**src/rtl/core/bpba_pkg.sv**
```systemverilog
// Package for the block pool bump allocator.
// Holds field widths, command and status codes, and the block alignment helper.
// No dependencies.
package bpba_pkg;

   localparam int unsigned NUM_BLOCKS_DEF  = 8;
   localparam int unsigned BLOCK_BYTES_DEF = 4096;

   localparam int unsigned SIZE_W     = 13;
   localparam int unsigned ADDR_W     = 15;
   localparam int unsigned COUNT_W    = 7;
   localparam int unsigned ALIGN_BITS = 6;

   localparam logic [COUNT_W-1:0] COUNT_MAX = 7'd127;

   localparam logic CMD_ALLOC = 1'b0;
   localparam logic CMD_FREE  = 1'b1;

   typedef enum logic [1:0] {
      STATUS_OK       = 2'd0,
      STATUS_NO_SPACE = 2'd1,
      STATUS_BAD_FREE = 2'd2
   } status_type;

   typedef enum logic [1:0] {
      ST_IDLE = 2'b01,
      ST_EXEC = 2'b10
   } state_type;

   // Offset of a block's base address within its 64-byte line.
   function automatic logic [ALIGN_BITS-1:0] misalign(input int unsigned blk,
                                                      input int unsigned bytes);
      logic [63:0] prod;
      prod = 64'(blk) * 64'(bytes);
      return prod[ALIGN_BITS-1:0];
   endfunction

endpackage

```
**src/rtl/core/bpba_search.sv**
```systemverilog
// Round-robin search for a block with no live allocations that can take a request.
// Starts after the current block and ends with it; also gives the fresh end offset.
// Depends on bpba_pkg.
module bpba_search #(
   parameter int unsigned NUM_BLOCKS  = bpba_pkg::NUM_BLOCKS_DEF,
   parameter int unsigned BLOCK_BYTES = bpba_pkg::BLOCK_BYTES_DEF,
   localparam int unsigned IDX_W = (NUM_BLOCKS > 1) ? $clog2(NUM_BLOCKS) : 1,
   localparam int unsigned OFS_W = $clog2(BLOCK_BYTES + 1)
) (
   input  logic [IDX_W-1:0]      cur_block,
   input  logic [NUM_BLOCKS-1:0] zero_flags,
   input  logic [OFS_W-1:0]      remain,
   output logic                  found,
   output logic [IDX_W-1:0]      found_block,
   output logic [OFS_W-1:0]      fresh_end
);

   localparam int unsigned AB = bpba_pkg::ALIGN_BITS;

   logic [AB-1:0]         mis_arr [NUM_BLOCKS];
   logic [OFS_W:0]        sum_arr [NUM_BLOCKS];
   logic [NUM_BLOCKS-1:0] cand;
   logic [IDX_W:0]        step_idx;
   logic [OFS_W:0]        sum_sel;

   for (genvar b = 0; b < NUM_BLOCKS; b++) begin : g_blk
      assign mis_arr[b] = bpba_pkg::misalign(b, BLOCK_BYTES);
      assign sum_arr[b] = (OFS_W+1)'(remain) + (OFS_W+1)'(mis_arr[b]);
      // A fresh block fits unless alignment drops the address below its base.
      assign cand[b] = zero_flags[b] &&
                       ((mis_arr[b] == '0) || (sum_arr[b] >= (OFS_W+1)'(64)));
   end

   always_comb begin
      found       = 1'b0;
      found_block = '0;
      step_idx    = '0;
      for (int k = NUM_BLOCKS; k >= 1; k--) begin
         step_idx = {1'b0, cur_block} + (IDX_W+1)'(k);
         if (step_idx >= (IDX_W+1)'(NUM_BLOCKS)) begin
            step_idx = step_idx - (IDX_W+1)'(NUM_BLOCKS);
         end
         if (cand[step_idx[IDX_W-1:0]]) begin
            found       = 1'b1;
            found_block = step_idx[IDX_W-1:0];
         end
      end
   end

   assign sum_sel   = sum_arr[found_block];
   assign fresh_end = OFS_W'({sum_sel[OFS_W:AB], AB'(0)} -
                             (OFS_W+1)'(mis_arr[found_block]));

endmodule

```
**src/rtl/core/block_pool_bump_allocator.sv**
```systemverilog
// Block pool bump allocator: per-block end offsets and live counts in memories.
// The memories are read at the edge that accepts a request beat; the response beat
// is valid after the execute state, when state and the response register are updated.
// A new request is taken only in the idle state; a waiting response beat stalls the update.
// Synchronous reset flags all counts as zero and all end offsets as the block size.
// Depends on bpba_pkg and bpba_search.
module block_pool_bump_allocator #(
   parameter int unsigned NUM_BLOCKS  = bpba_pkg::NUM_BLOCKS_DEF,
   parameter int unsigned BLOCK_BYTES = bpba_pkg::BLOCK_BYTES_DEF
) (
   input  logic        clock,
   input  logic        reset,
   input  logic        req_tvalid,
   output logic        req_tready,
   input  logic [31:0] req_tdata,   // alloc_size [12:0], free_address [27:13], zero above
   input  logic        req_tuser,   // cmd
   output logic        rsp_tvalid,
   input  logic        rsp_tready,
   output logic [15:0] rsp_tdata,   // address [14:0], zero above
   output logic [1:0]  rsp_tuser    // status
);

   localparam int unsigned SIZE_W  = bpba_pkg::SIZE_W;
   localparam int unsigned ADDR_W  = bpba_pkg::ADDR_W;
   localparam int unsigned COUNT_W = bpba_pkg::COUNT_W;
   localparam int unsigned AB      = bpba_pkg::ALIGN_BITS;
   localparam int unsigned IDX_W   = (NUM_BLOCKS > 1) ? $clog2(NUM_BLOCKS) : 1;
   localparam int unsigned OFS_W   = $clog2(BLOCK_BYTES + 1);
   localparam int unsigned AW_RAW  = $clog2(NUM_BLOCKS * BLOCK_BYTES + 1);
   localparam int unsigned AW      = (AW_RAW > ADDR_W) ? AW_RAW : ADDR_W;

   logic [OFS_W-1:0]   end_mem [NUM_BLOCKS];
   logic [COUNT_W-1:0] cnt_mem [NUM_BLOCKS];

   bpba_pkg::state_type state_ff, state_in;
   logic [IDX_W-1:0]      cur_ff, cur_in;
   logic [NUM_BLOCKS-1:0] zero_ff, zero_in;
   logic [NUM_BLOCKS-1:0] end_vld_ff, end_vld_in;

   logic              cmd_ff;
   logic [SIZE_W-1:0] size_ff;
   logic [IDX_W-1:0]  idx_ff;
   logic              oob_ff;
   logic [OFS_W-1:0]   end_rd_ff;
   logic [COUNT_W-1:0] cnt_rd_ff;

   logic              rsp_valid_ff, rsp_valid_in;
   logic [ADDR_W-1:0] rsp_addr_ff, rsp_addr_in;
   bpba_pkg::status_type rsp_status_ff, rsp_status_in;

   logic              accept;
   logic [SIZE_W-1:0] req_size;
   logic [ADDR_W-1:0] req_free;
   logic [AW-1:0]     free_blk;
   logic [IDX_W-1:0]  rd_idx;

   logic               exec_go;
   logic [OFS_W-1:0]   end_eff;
   logic [COUNT_W-1:0] cnt_eff;
   logic [AW-1:0]      size_ext;
   logic [AW-1:0]      base_cur;
   logic [AW-1:0]      carve_raw;
   logic [AW-1:0]      carve_al;
   logic               size_bad;
   logic               cur_fit;
   logic [OFS_W-1:0]   remain;
   logic               srch_found;
   logic [IDX_W-1:0]   srch_block;
   logic [OFS_W-1:0]   srch_end;

   logic               wr_en;
   logic               wr_end_en;
   logic [IDX_W-1:0]   wr_idx;
   logic [OFS_W-1:0]   wr_end;
   logic [COUNT_W-1:0] wr_cnt;

   assign req_size   = req_tdata[SIZE_W-1:0];
   assign req_free   = req_tdata[SIZE_W+ADDR_W-1:SIZE_W];
   assign req_tready = (state_ff == bpba_pkg::ST_IDLE);
   assign accept     = req_tvalid && req_tready;
   assign rd_idx     = (req_tuser == bpba_pkg::CMD_FREE) ? free_blk[IDX_W-1:0] : cur_ff;

   // The block of a freed address is the number of boundaries b*BLOCK_BYTES (b = 1..NUM_BLOCKS) at or below it.
   always_comb begin
      free_blk = '0;
      for (int b = 1; b <= NUM_BLOCKS; b++) begin
         if (AW'(req_free) >= AW'(b * BLOCK_BYTES)) begin
            free_blk = AW'(b);
         end
      end
   end

   assign exec_go  = (state_ff == bpba_pkg::ST_EXEC) && (!rsp_valid_ff || rsp_tready);
   assign end_eff  = end_vld_ff[idx_ff] ? end_rd_ff : OFS_W'(BLOCK_BYTES);
   assign cnt_eff  = zero_ff[idx_ff] ? '0 : cnt_rd_ff;
   assign size_ext = AW'(size_ff);
   assign base_cur = AW'(idx_ff) * AW'(BLOCK_BYTES);
   assign carve_raw = base_cur + AW'(end_eff) - size_ext;
   assign carve_al  = {carve_raw[AW-1:AB], AB'(0)};
   assign size_bad  = (size_ff == '0) || (size_ext > AW'(BLOCK_BYTES));
   assign cur_fit   = (cnt_eff < bpba_pkg::COUNT_MAX) && (AW'(end_eff) >= size_ext) &&
                      (carve_al >= base_cur);
   assign remain    = OFS_W'(AW'(BLOCK_BYTES) - size_ext);

   bpba_search #(
      .NUM_BLOCKS  (NUM_BLOCKS),
      .BLOCK_BYTES (BLOCK_BYTES)
   ) u_search (
      .cur_block   (idx_ff),
      .zero_flags  (zero_ff),
      .remain      (remain),
      .found       (srch_found),
      .found_block (srch_block),
      .fresh_end   (srch_end)
   );

   always_comb begin
      state_in      = state_ff;
      cur_in        = cur_ff;
      zero_in       = zero_ff;
      end_vld_in    = end_vld_ff;
      rsp_valid_in  = rsp_valid_ff;
      rsp_addr_in   = rsp_addr_ff;
      rsp_status_in = rsp_status_ff;
      wr_en         = 1'b0;
      wr_end_en     = 1'b0;
      wr_idx        = idx_ff;
      wr_end        = end_eff;
      wr_cnt        = cnt_eff;

      if (rsp_valid_ff && rsp_tready) begin
         rsp_valid_in = 1'b0;
      end

      case (state_ff)
         bpba_pkg::ST_IDLE: begin
            if (accept) begin
               state_in = bpba_pkg::ST_EXEC;
            end
         end
         bpba_pkg::ST_EXEC: begin
            if (exec_go) begin
               state_in      = bpba_pkg::ST_IDLE;
               rsp_valid_in  = 1'b1;
               rsp_addr_in   = '0;
               rsp_status_in = bpba_pkg::STATUS_OK;
               if (cmd_ff == bpba_pkg::CMD_ALLOC) begin
                  if (size_bad) begin
                     rsp_status_in = bpba_pkg::STATUS_NO_SPACE;
                  end else if (cur_fit) begin
                     wr_en       = 1'b1;
                     wr_end_en   = 1'b1;
                     wr_end      = OFS_W'(carve_al - base_cur);
                     wr_cnt      = cnt_eff + COUNT_W'(1);
                     rsp_addr_in = carve_al[ADDR_W-1:0];
                  end else if (srch_found) begin
                     wr_en       = 1'b1;
                     wr_end_en   = 1'b1;
                     wr_idx      = srch_block;
                     wr_end      = srch_end;
                     wr_cnt      = COUNT_W'(1);
                     cur_in      = srch_block;
                     rsp_addr_in = ADDR_W'(AW'(srch_block) * AW'(BLOCK_BYTES) +
                                           AW'(srch_end));
                  end else begin
                     rsp_status_in = bpba_pkg::STATUS_NO_SPACE;
                  end
                  if (wr_en) begin
                     zero_in[wr_idx]    = 1'b0;
                     end_vld_in[wr_idx] = 1'b1;
                  end
               end else begin
                  if (oob_ff || zero_ff[idx_ff]) begin
                     rsp_status_in = bpba_pkg::STATUS_BAD_FREE;
                  end else begin
                     wr_en           = 1'b1;
                     wr_cnt          = cnt_eff - COUNT_W'(1);
                     zero_in[idx_ff] = (cnt_eff == COUNT_W'(1));
                  end
               end
            end
         end
         default: begin
            state_in = bpba_pkg::ST_IDLE;
         end
      endcase
   end

   always_ff @(posedge clock) begin
      if (reset) begin
         state_ff     <= bpba_pkg::ST_IDLE;
         cur_ff       <= '0;
         zero_ff      <= '1;
         end_vld_ff   <= '0;
         rsp_valid_ff <= 1'b0;
      end else begin
         state_ff     <= state_in;
         cur_ff       <= cur_in;
         zero_ff      <= zero_in;
         end_vld_ff   <= end_vld_in;
         rsp_valid_ff <= rsp_valid_in;
      end
   end

   always_ff @(posedge clock) begin
      rsp_addr_ff   <= rsp_addr_in;
      rsp_status_ff <= rsp_status_in;
      if (accept) begin
         cmd_ff    <= req_tuser;
         size_ff   <= req_size;
         idx_ff    <= rd_idx;
         oob_ff    <= (req_tuser == bpba_pkg::CMD_FREE) && (free_blk >= AW'(NUM_BLOCKS));
         end_rd_ff <= end_mem[rd_idx];
         cnt_rd_ff <= cnt_mem[rd_idx];
      end
   end

   always_ff @(posedge clock) begin
      if (wr_en) begin
         cnt_mem[wr_idx] <= wr_cnt;
      end
      if (wr_end_en) begin
         end_mem[wr_idx] <= wr_end;
      end
   end

   assign rsp_tvalid = rsp_valid_ff;
   assign rsp_tdata  = {1'b0, rsp_addr_ff};
   assign rsp_tuser  = rsp_status_ff;

endmodule
```
**config.mk**
```make
export PLATFORM = sky130hd
export DESIGN_NAME = block_pool_bump_allocator
export DESIGN_NICKNAME = d
export VERILOG_FILES = /design/src/rtl/core/bpba_pkg.sv /design/src/rtl/core/bpba_search.sv /design/src/rtl/core/block_pool_bump_allocator.sv
export SDC_FILE = /design/constraint.sdc
export NUM_CORES = 1
export LEC_CHECK = 0
export BUFFER_PORTS_ARGS = -buffer_cell sky130_fd_sc_hd__buf_2
export CORE_UTILIZATION = 30
export CTS_CLUSTER_SIZE = 28
export DETAILED_ROUTE_END_ITERATION = 8
export GPL_TIMING_DRIVEN = 0
export PLACE_DENSITY = 0.53
export SETUP_SLACK_MARGIN = 0.15
export SLEW_MARGIN = 0
export SYNTH_ARGS = -nofsm -noshare
export SYNTH_HDL_FRONTEND = slang
export SYNTH_SLANG_ARGS = --single-unit
```
**constraint.sdc**
```tcl
create_clock -name clock -period 8.25 [get_ports clock]
set_input_delay 1.65 -clock clock [delete_from_list [all_inputs] [get_ports clock]]
set_output_delay 1.65 -clock clock [all_outputs]
set_load 0.005 [all_outputs]
```
==> flow_summary.json, run 1 <==
{
  "status": "complete, no violations",
  "post_cts_hold_buffer_count": 0,
  "ys_seq_area_share_pct": 54.7,
  "area.growth.synth_to_final_pct": 15.6,
  "drt-total-wl_mm": 31.8,
  "finalWorstPathRequiredPeriod_ps": 7510,
  "filler_cell_count": 3969,
  "post_route_cells_drive_above_1_share_pct": 14.2,
  "ys_dominant_reg_cell": "sky130_fd_sc_hd__edfxtp_1",
  "internal_power_mw": 2.05,
  "layout.cell_area.non_filler_um2": 14100,
  "global_route_wire_length_before_repair_mm": 50.9,
  "drt_first_pass_iters": 5,
  "numCtsBuffers": 27,
  "tritoncts": "yes",
  "drc": 0,
  "clock_tree.root_cell": "sky130_fd_sc_hd__clkbuf_16",
  "p_seq_share_pct": 47.9,
  "groute.usage.overall_pct": 15.7,
  "sw_frac_of_total_pct": 24.6,
  "area_used_by_multi_input_combinational_logic_um2": 5140,
  "die_area_um2": 41600,
  "worst_clock_skew_ps": 10.6,
  "pleak_nw": 5.15,
  "layout.nets": 1305,
  "yosysMostFrequentCell": "sky130_fd_sc_hd__nand2_1",
  "synth_top_area_cells": "sky130_fd_sc_hd__edfxtp_1 (51%), sky130_fd_sc_hd__nand2_1 (7.2%), sky130_fd_sc_hd__nand3_1 (4.7%), sky130_fd_sc_hd__ha_1 (4.0%), sky130_fd_sc_hd__dfxtp_1 (3.6%)",
  "port-buffer-count": 33,
  "netSwitchingPower_mw": 0.669,
  "setup.worst_path.start_class": "register",
  "floorplan.core_area_um2": 39900,
  "netlist.top_cell.by_area": "sky130_fd_sc_hd__edfxtp_1",
  "hold_viol_final": 0,
  "route.vias.total": 8898,
  "ys_ff_latch": 230,
  "final_util_pct": 35.4,
  "avgViaCountPerCell": 5.04,
  "cp.required_ps": 8540,
  "fin_tns_setup_ps": 0,
  "final_weighted_congestion_of_routability_driven_global_placement": 0.865,
  "setup_repair_after_global_routing_missed_its_margin": "false",
  "number_of_flops_mapped_to_enable_cells_by_yosys": 208,
  "max-slew-margin-rel_pct": 36.5,
  "final_cell_count_no_fill": 1766,
  "timing_worst_slew_pin_value_ps": 934,
  "cts_sinks": 230,
  "grt_overflow": 0,
  "cts_h_tree_depth": 1,
  "cp_data_arrival_time_ps": 7800,
  "pwr-share-comb_pct": 10.9,
  "synth_area_um2": 12200,
  "cp_max_fo": 18,
  "avgSynthCellArea_um2": 10.6,
  "synthCells": 1148,
  "rows": 73,
  "initial_antenna_violation_count": 0,
  "ys_async_sr_fraction_pct": 0,
  "synth.top_cell.area_share_pct": 51.1,
  "endpoint_kind": "register",
  "finalCritPeriodShare_pct": 91.0,
  "cts.repair_timing.setup_buffer_count": 0,
  "place_ws_ps": -390,
  "post-route-worst-setup-slack_ps": 740,
  "timing.hold.worst.class": "reg -> reg",
  "max_freq_mhz": 133,
  "pwr_density_cell_nw_per_um2": 192,
  "ant_nets": 0,
  "grt_pass1_vias": 8833,
  "final-setup-viol-count": 0,
  "dp_cells": 1720,
  "maxSlewViolCount": 0,
  "die-width_um": 204,
  "grt_start_max_net_pins": 39,
  "seqCellArea_um2": 6690,
  "worstSkewPairLatency_ps": 530,
  "initial_utilization_pct": 30.6,
  "clk_pin_slew_ps": 60,
  "post_drt_wl_per_cell_um": 18.0,
  "place_hpwl_mm": 23.9,
  "setup.worst_path.class": "reg -> reg",
  "drt_first_iter_violations": 621,
  "die_height_um": 204,
  "ctsLongestPathBuffers": 3,
  "floorplan.io_pins": 57,
  "dpl_cell_area_um2": 13200,
  "synth.yosys.warnings": 0,
  "max-vdd-ir-drop_uv": 131,
  "count_of_cell_types_in_the_netlist": 84,
  "yosys-top-cells-count": "sky130_fd_sc_hd__nand2_1 (235), sky130_fd_sc_hd__edfxtp_1 (208), sky130_fd_sc_hd__nand3_1 (115)",
  "max_cap_violations": 0,
  "p_clk_share_pct": 41.2
}
[final timing paths]
check,slack [ps],end,depth (start not counted),from
max reg2reg,740,end_mem[5][11],25,idx_ff[1]
min,460,end_vld_ff[2],2,end_vld_ff[2]
min reg2reg,460,end_vld_ff[2],2,end_vld_ff[2]
max,740,end_mem[5][11],25,idx_ff[1]
[cell families (layout without fill, tap and decap cells)]
group                      count (synthesis)  count (layout)  share of synthesized area (%)
xor gates and xnor gates                  13              13                          0.932
and+or+nand+nor                          502             502                           18.8
adders and majority gates                 45              45                           4.98
muxes                                     42              42                           5.28
other                                      1               8                         0.0307
DFF                                      230             230                           54.7
buffers and inverters                    124             210                           4.60
AOI/OAI and AO/OA                        191             191                           10.7
[cell type report]
class / instances / area share, %
sequential: 230 / 47.3
multi-input combinational: 800 / 36.4
clock buffer: 34 / 4.97
tap: 525 / 4.65
buffer: 70 / 2.54
timing repair buffer: 41 / 1.87
inverter: 53 / 1.41
clock inverter: 12 / 0.868
antenna: 1 / 0.0177
[power by group through the flow]
stage | Sequential [mW] | Combinational [mW] | Clock, mW
2_1_floorplan | 1.32 | 0.204 | 0
3_3_place_gp | 1.33 | 0.286 | 0
3_5_place_dp | 1.32 | 0.292 | 0
4_1_cts | 1.30 | 0.295 | 1.14
5_1_grt | 1.30 | 0.330 | 1.19
6_report | 1.30 | 0.297 | 1.12
[flip-flops by register name (all words and copies together), names as in the netlist, 7 cells and up]
name	count
zero_ff	8
cnt_rd_ff	7
rsp_addr_ff	9
size_ff	13
end_rd_ff	13
end_mem	104
end_vld_ff	8
cnt_mem	56
[worst max-delay path, cell delays in order (launching register included)]
cell	delay [ps]
sky130_fd_sc_hd__edfxtp_1	510
sky130_fd_sc_hd__buf_2	460
sky130_fd_sc_hd__mux4_2	370
sky130_fd_sc_hd__o21ai_1	510
sky130_fd_sc_hd__clkbuf_1	410
sky130_fd_sc_hd__and2_1	230
sky130_fd_sc_hd__ha_1	180
sky130_fd_sc_hd__inv_1	60
sky130_fd_sc_hd__fa_1	470
sky130_fd_sc_hd__or3b_1	380
sky130_fd_sc_hd__a21oi_2	180
sky130_fd_sc_hd__o22ai_2	160
sky130_fd_sc_hd__o21ba_2	240
sky130_fd_sc_hd__nor2b_1	140
sky130_fd_sc_hd__o21ai_0	90
sky130_fd_sc_hd__a21oi_1	240
sky130_fd_sc_hd__ha_1	290
sky130_fd_sc_hd__nor2b_1	130
sky130_fd_sc_hd__o21ai_0	140
sky130_fd_sc_hd__nand2b_1	160
sky130_fd_sc_hd__o41ai_4	470
sky130_fd_sc_hd__buf_2	300
sky130_fd_sc_hd__a21oi_1	100
sky130_fd_sc_hd__a31oi_2	650
sky130_fd_sc_hd__nor3_2	160
sky130_fd_sc_hd__buf_6	200
[metal layers]
layer  part of all wire, %  vias to the layer above  wire length (um)  global-route usage [%]
met4                   2.3                        0               748                    4.46
met5                     0                        -                 0                       0
met3                   4.9                       52              1550                    1.85
li1                      -                     4353                 -                       -
met1                    46                     4276             14600                    21.3
met2                    47                      217             14900                    26.1
[stage by stage]
step           power [mW]  hold slack [ps]
6_report             2.72              462
4_1_cts              2.74              462
5_1_grt              2.82              495
3_3_place_gp         1.61              444
3_5_place_dp         1.62              454
2_1_floorplan        1.52              431
[placed cells by master (no fill, tap or decap), types with 39 or more instances in the layout]
cell,Yosys,layout
sky130_fd_sc_hd__o21ai_0,44,41
sky130_fd_sc_hd__nor2_1,40,40
sky130_fd_sc_hd__edfxtp_1,208,208
sky130_fd_sc_hd__nand3_1,115,115
sky130_fd_sc_hd__nand2_1,235,235
sky130_fd_sc_hd__ha_1,39,39
sky130_fd_sc_hd__buf_2,14,47
sky130_fd_sc_hd__clkbuf_1,39,46
sky130_fd_sc_hd__a21oi_1,42,42
sky130_fd_sc_hd__inv_1,48,48
[what timing repair did]
| action | in CTS | in global routing |
|---|---|---|
| pin swaps | 0 | 0 |
| setup endpoints to repair | 151 | 285 |
| resized for setup | 14 | 8 |
| endpoints found under the hold margin | 0 | 0 |
No activity file was read; power rests on OpenSTA's default activity.
==> run 2: changes to the inputs <==
--- a/config.mk
+++ b/config.mk
@@ -11,6 +11,7 @@
 export DETAILED_ROUTE_END_ITERATION = 8
 export GPL_TIMING_DRIVEN = 0
 export PLACE_DENSITY = 0.53
+export RECOVER_POWER = 50
 export SETUP_SLACK_MARGIN = 0.15
 export SLEW_MARGIN = 0
 export SYNTH_ARGS = -nofsm -noshare
==> run 2 against run 1 <==
Compared with the run above: the run now ends with max-capacitance violations, max-slew violations left; die area is the same; clock power is essentially flat; critical path depth is the same; first-iteration DRC count grew 7.9%; critical endpoint is now end_mem[6][7]; worst setup slack lost 94 ps; largest cell class unchanged; cell area shrank 0.57%; sequential share of layout area grew 0.27 points; non-clock buffer count is the same; clock skew grew 0.84 ps; core utilization shrank 0.20 points; maximum frequency shrank 1.2%.
==> flow_summary.json, run 2 (synthesis gave the netlist of run 1 again) <==
{
  "max_cap_violations": 1,
  "ctsLongestPathBuffers": 3,
  "failed_checks": "max-capacitance violations, max-slew violations",
  "floorplan.core_area_um2": 39900,
  "place_ws_ps": -390,
  "groute.usage.overall_pct": 15.7,
  "cp.required_ps": 8540,
  "initial_antenna_violation_count": 0,
  "final-setup-viol-count": 0,
  "timing.hold.worst.class": "reg -> reg",
  "floorplan.io_pins": 57,
  "whs_ps": 460,
  "route.vias.total": 8897,
  "layout_top_registers": "end_mem (104), cnt_mem (56)",
  "most_frequent_standard_cell_in_the_layout_excluding_fill_and_tap_cells": "sky130_fd_sc_hd__nand2_1",
  "grt_start_max_net_pins": 39,
  "die_area_um2": 41600,
  "cpMaxStageDelayCell": "sky130_fd_sc_hd__mux2i_2",
  "drt_first_pass_iters": 6,
  "place_hpwl_mm": 23.9,
  "port-buffer-count": 33,
  "tritoncts": "yes",
  "pwr_density_cell_nw_per_um2": 193,
  "seqCellArea_um2": 6690,
  "critical_path_buf_inv_count": 5,
  "timing_worst_slew_pin_value_ps": 2160,
  "area_used_by_multi_input_combinational_logic_um2": 5100,
  "dp_cells": 1720,
  "fin_total_pwr_mw": 2.71,
  "fin_tns_setup_ps": 0,
  "avgViaCountPerCell": 5.04,
  "metal2_wl_mm": 15.0,
  "status": "finished with violations",
  "largest_reg_flops": 104,
  "setup_repair_after_global_routing_missed_its_margin": "false",
  "critical-path-top-cell-by-count": "sky130_fd_sc_hd__buf_6",
  "cts.repair_timing.setup_buffer_count": 0,
  "drc": 0,
  "max-slew-margin-rel_pct": -44.0,
  "cpPeakStageDelay_ps": 750,
  "clock_tree.root_cell": "sky130_fd_sc_hd__clkbuf_16",
  "end_of_the_worst_register_to_register_path": "end_mem[6][7]",
  "hold_viol_final": 0,
  "worstSkewPairLatency_ps": 530,
  "critical_path.startpoint": "idx_ff[0]",
  "max_freq_mhz": 132,
  "cp_max_fo": 10,
  "grt_overflow": 0,
  "setup.worst_path.start_class": "register",
  "finalWorstPathRequiredPeriod_ps": 7600,
  "worst_clock_skew_ps": 11.4,
  "rows": 73,
  "worst_setup_path_endpoint": "end_mem[6][7]",
  "mostFrequentLayoutCells": "sky130_fd_sc_hd__nand2_1 (235), sky130_fd_sc_hd__edfxtp_1 (208), sky130_fd_sc_hd__nand3_1 (115)",
  "endpoint_kind": "register",
  "timing.reg2reg.worst_path_depth": 25,
  "wl_met1_mm": 14.6,
  "grt_pass1_vias": 8833,
  "area.growth.synth_to_final_pct": 14.9,
  "dpl_cell_area_um2": 13200,
  "antenna_cells": 0,
  "die-width_um": 204,
  "met3_wirelength_mm": 1.46,
  "r2r_setup_slack_ps": 650,
  "maxSlewViolCount": 39,
  "initial_utilization_pct": 30.6,
  "post-route-worst-setup-slack_ps": 646,
  "max-vdd-ir-drop_uv": 131,
  "drt-total-wl_mm": 31.8,
  "worstSetupPathDepth": 25,
  "ant_nets": 0,
  "numCtsBuffers": 27,
  "filler_cell_count": 3986,
  "layout.cell_area.non_filler_um2": 14000,
  "global_route_wire_length_before_repair_mm": 50.9,
  "finalCritPeriodShare_pct": 92.2,
  "post_route_cells_drive_above_1_share_pct": 12.4,
  "drt_first_iter_violations": 670,
  "cp_data_arrival_time_ps": 7890,
  "cts_sinks": 230,
  "layout.nets": 1305,
  "top_delay_family_on_crit_path": "compound AO/OA/AOI/OAI gates",
  "final_util_pct": 35.2,
  "setup.worst_path.class": "reg -> reg",
  "post_drt_wl_per_cell_um": 18.0,
  "final_weighted_congestion_of_routability_driven_global_placement": 0.865,
  "cts_h_tree_depth": 1,
  "post_cts_hold_buffer_count": 0,
  "final_cell_count_no_fill": 1765,
  "pleak_nw": 5.08,
  "die_height_um": 204,
  "highest_layer": "met4",
  "top_register": "end_mem",
  "clk_pin_slew_ps": 60,
  "critical_path.reg2reg.startpoint": "idx_ff[0]"
}
-- run 2: cell types whose count changed in the layout (fill, tap and decap cells not counted), sizes merged --
cell,before,now
clkbuf,73,87
diode,1,0
buf,72,58
-- run 2: metal layers --
metal | vias up | global-route usage, %
met3 | 46 | 1.85
met5 | - | 0
li1 | 4347 | -
met2 | 214 | 26.1
met1 | 4290 | 21.3
met4 | 0 | 4.46
-- run 2: report_power, final --
| part | internal, mW | switching [mW] |
|---|---|---|
| logic | 0.0984 | 0.194 |
| registers | 1.29 | 0.0151 |
| clock network | 0.662 | 0.457 |
-- run 2: repair_timing --
item                                    4_1_cts  5_1_grt
endpoints found under the hold margin         0        0
endpoints found under the setup margin      151      285
gates resized for setup                      14        8
-- run 2: worst min path at each step --
stage	startpoint	endpoint	slack, ps	cells after the start
3_3_place_gp	end_vld_ff[6]	end_vld_ff[6]	440	2
6_report	end_vld_ff[2]	end_vld_ff[2]	460	2
4_1_cts	end_vld_ff[2]	end_vld_ff[2]	460	2
5_1_grt	end_vld_ff[1]	end_vld_ff[1]	490	2
3_5_place_dp	end_vld_ff[2]	end_vld_ff[2]	450	2
2_1_floorplan	end_vld_ff[6]	end_vld_ff[6]	430	2
-- run 2: worst reg2reg max path: stages, from the launching register on --
cell,delay (ps)
sky130_fd_sc_hd__edfxtp_1,460
sky130_fd_sc_hd__buf_6,180
sky130_fd_sc_hd__buf_6,180
sky130_fd_sc_hd__mux4_2,510
sky130_fd_sc_hd__o21ai_1,490
sky130_fd_sc_hd__clkbuf_1,410
sky130_fd_sc_hd__and2_0,260
sky130_fd_sc_hd__ha_1,200
sky130_fd_sc_hd__inv_1,60
sky130_fd_sc_hd__fa_1,470
sky130_fd_sc_hd__or3b_1,380
sky130_fd_sc_hd__a21oi_2,160
sky130_fd_sc_hd__o22ai_1,210
sky130_fd_sc_hd__o21ba_1,250
sky130_fd_sc_hd__nor2b_1,140
sky130_fd_sc_hd__o21ai_0,90
sky130_fd_sc_hd__a21oi_1,240
sky130_fd_sc_hd__ha_1,290
sky130_fd_sc_hd__nor2b_1,130
sky130_fd_sc_hd__o21ai_0,140
sky130_fd_sc_hd__nand2b_1,160
sky130_fd_sc_hd__o41ai_4,470
sky130_fd_sc_hd__nand2_2,220
sky130_fd_sc_hd__mux2i_2,750
sky130_fd_sc_hd__nor3_2,270
sky130_fd_sc_hd__buf_6,230
-- run 2: cell type report --
type,instances,share of cell area [%]
Sequential cell,230,47.6
Multi-Input combinational cell,800,36.3
Clock buffer,34,5.00
Tap cell,525,4.68
Buffer,70,2.56
Timing Repair Buffer,41,1.61
Inverter,53,1.42
Clock inverter,12,0.873
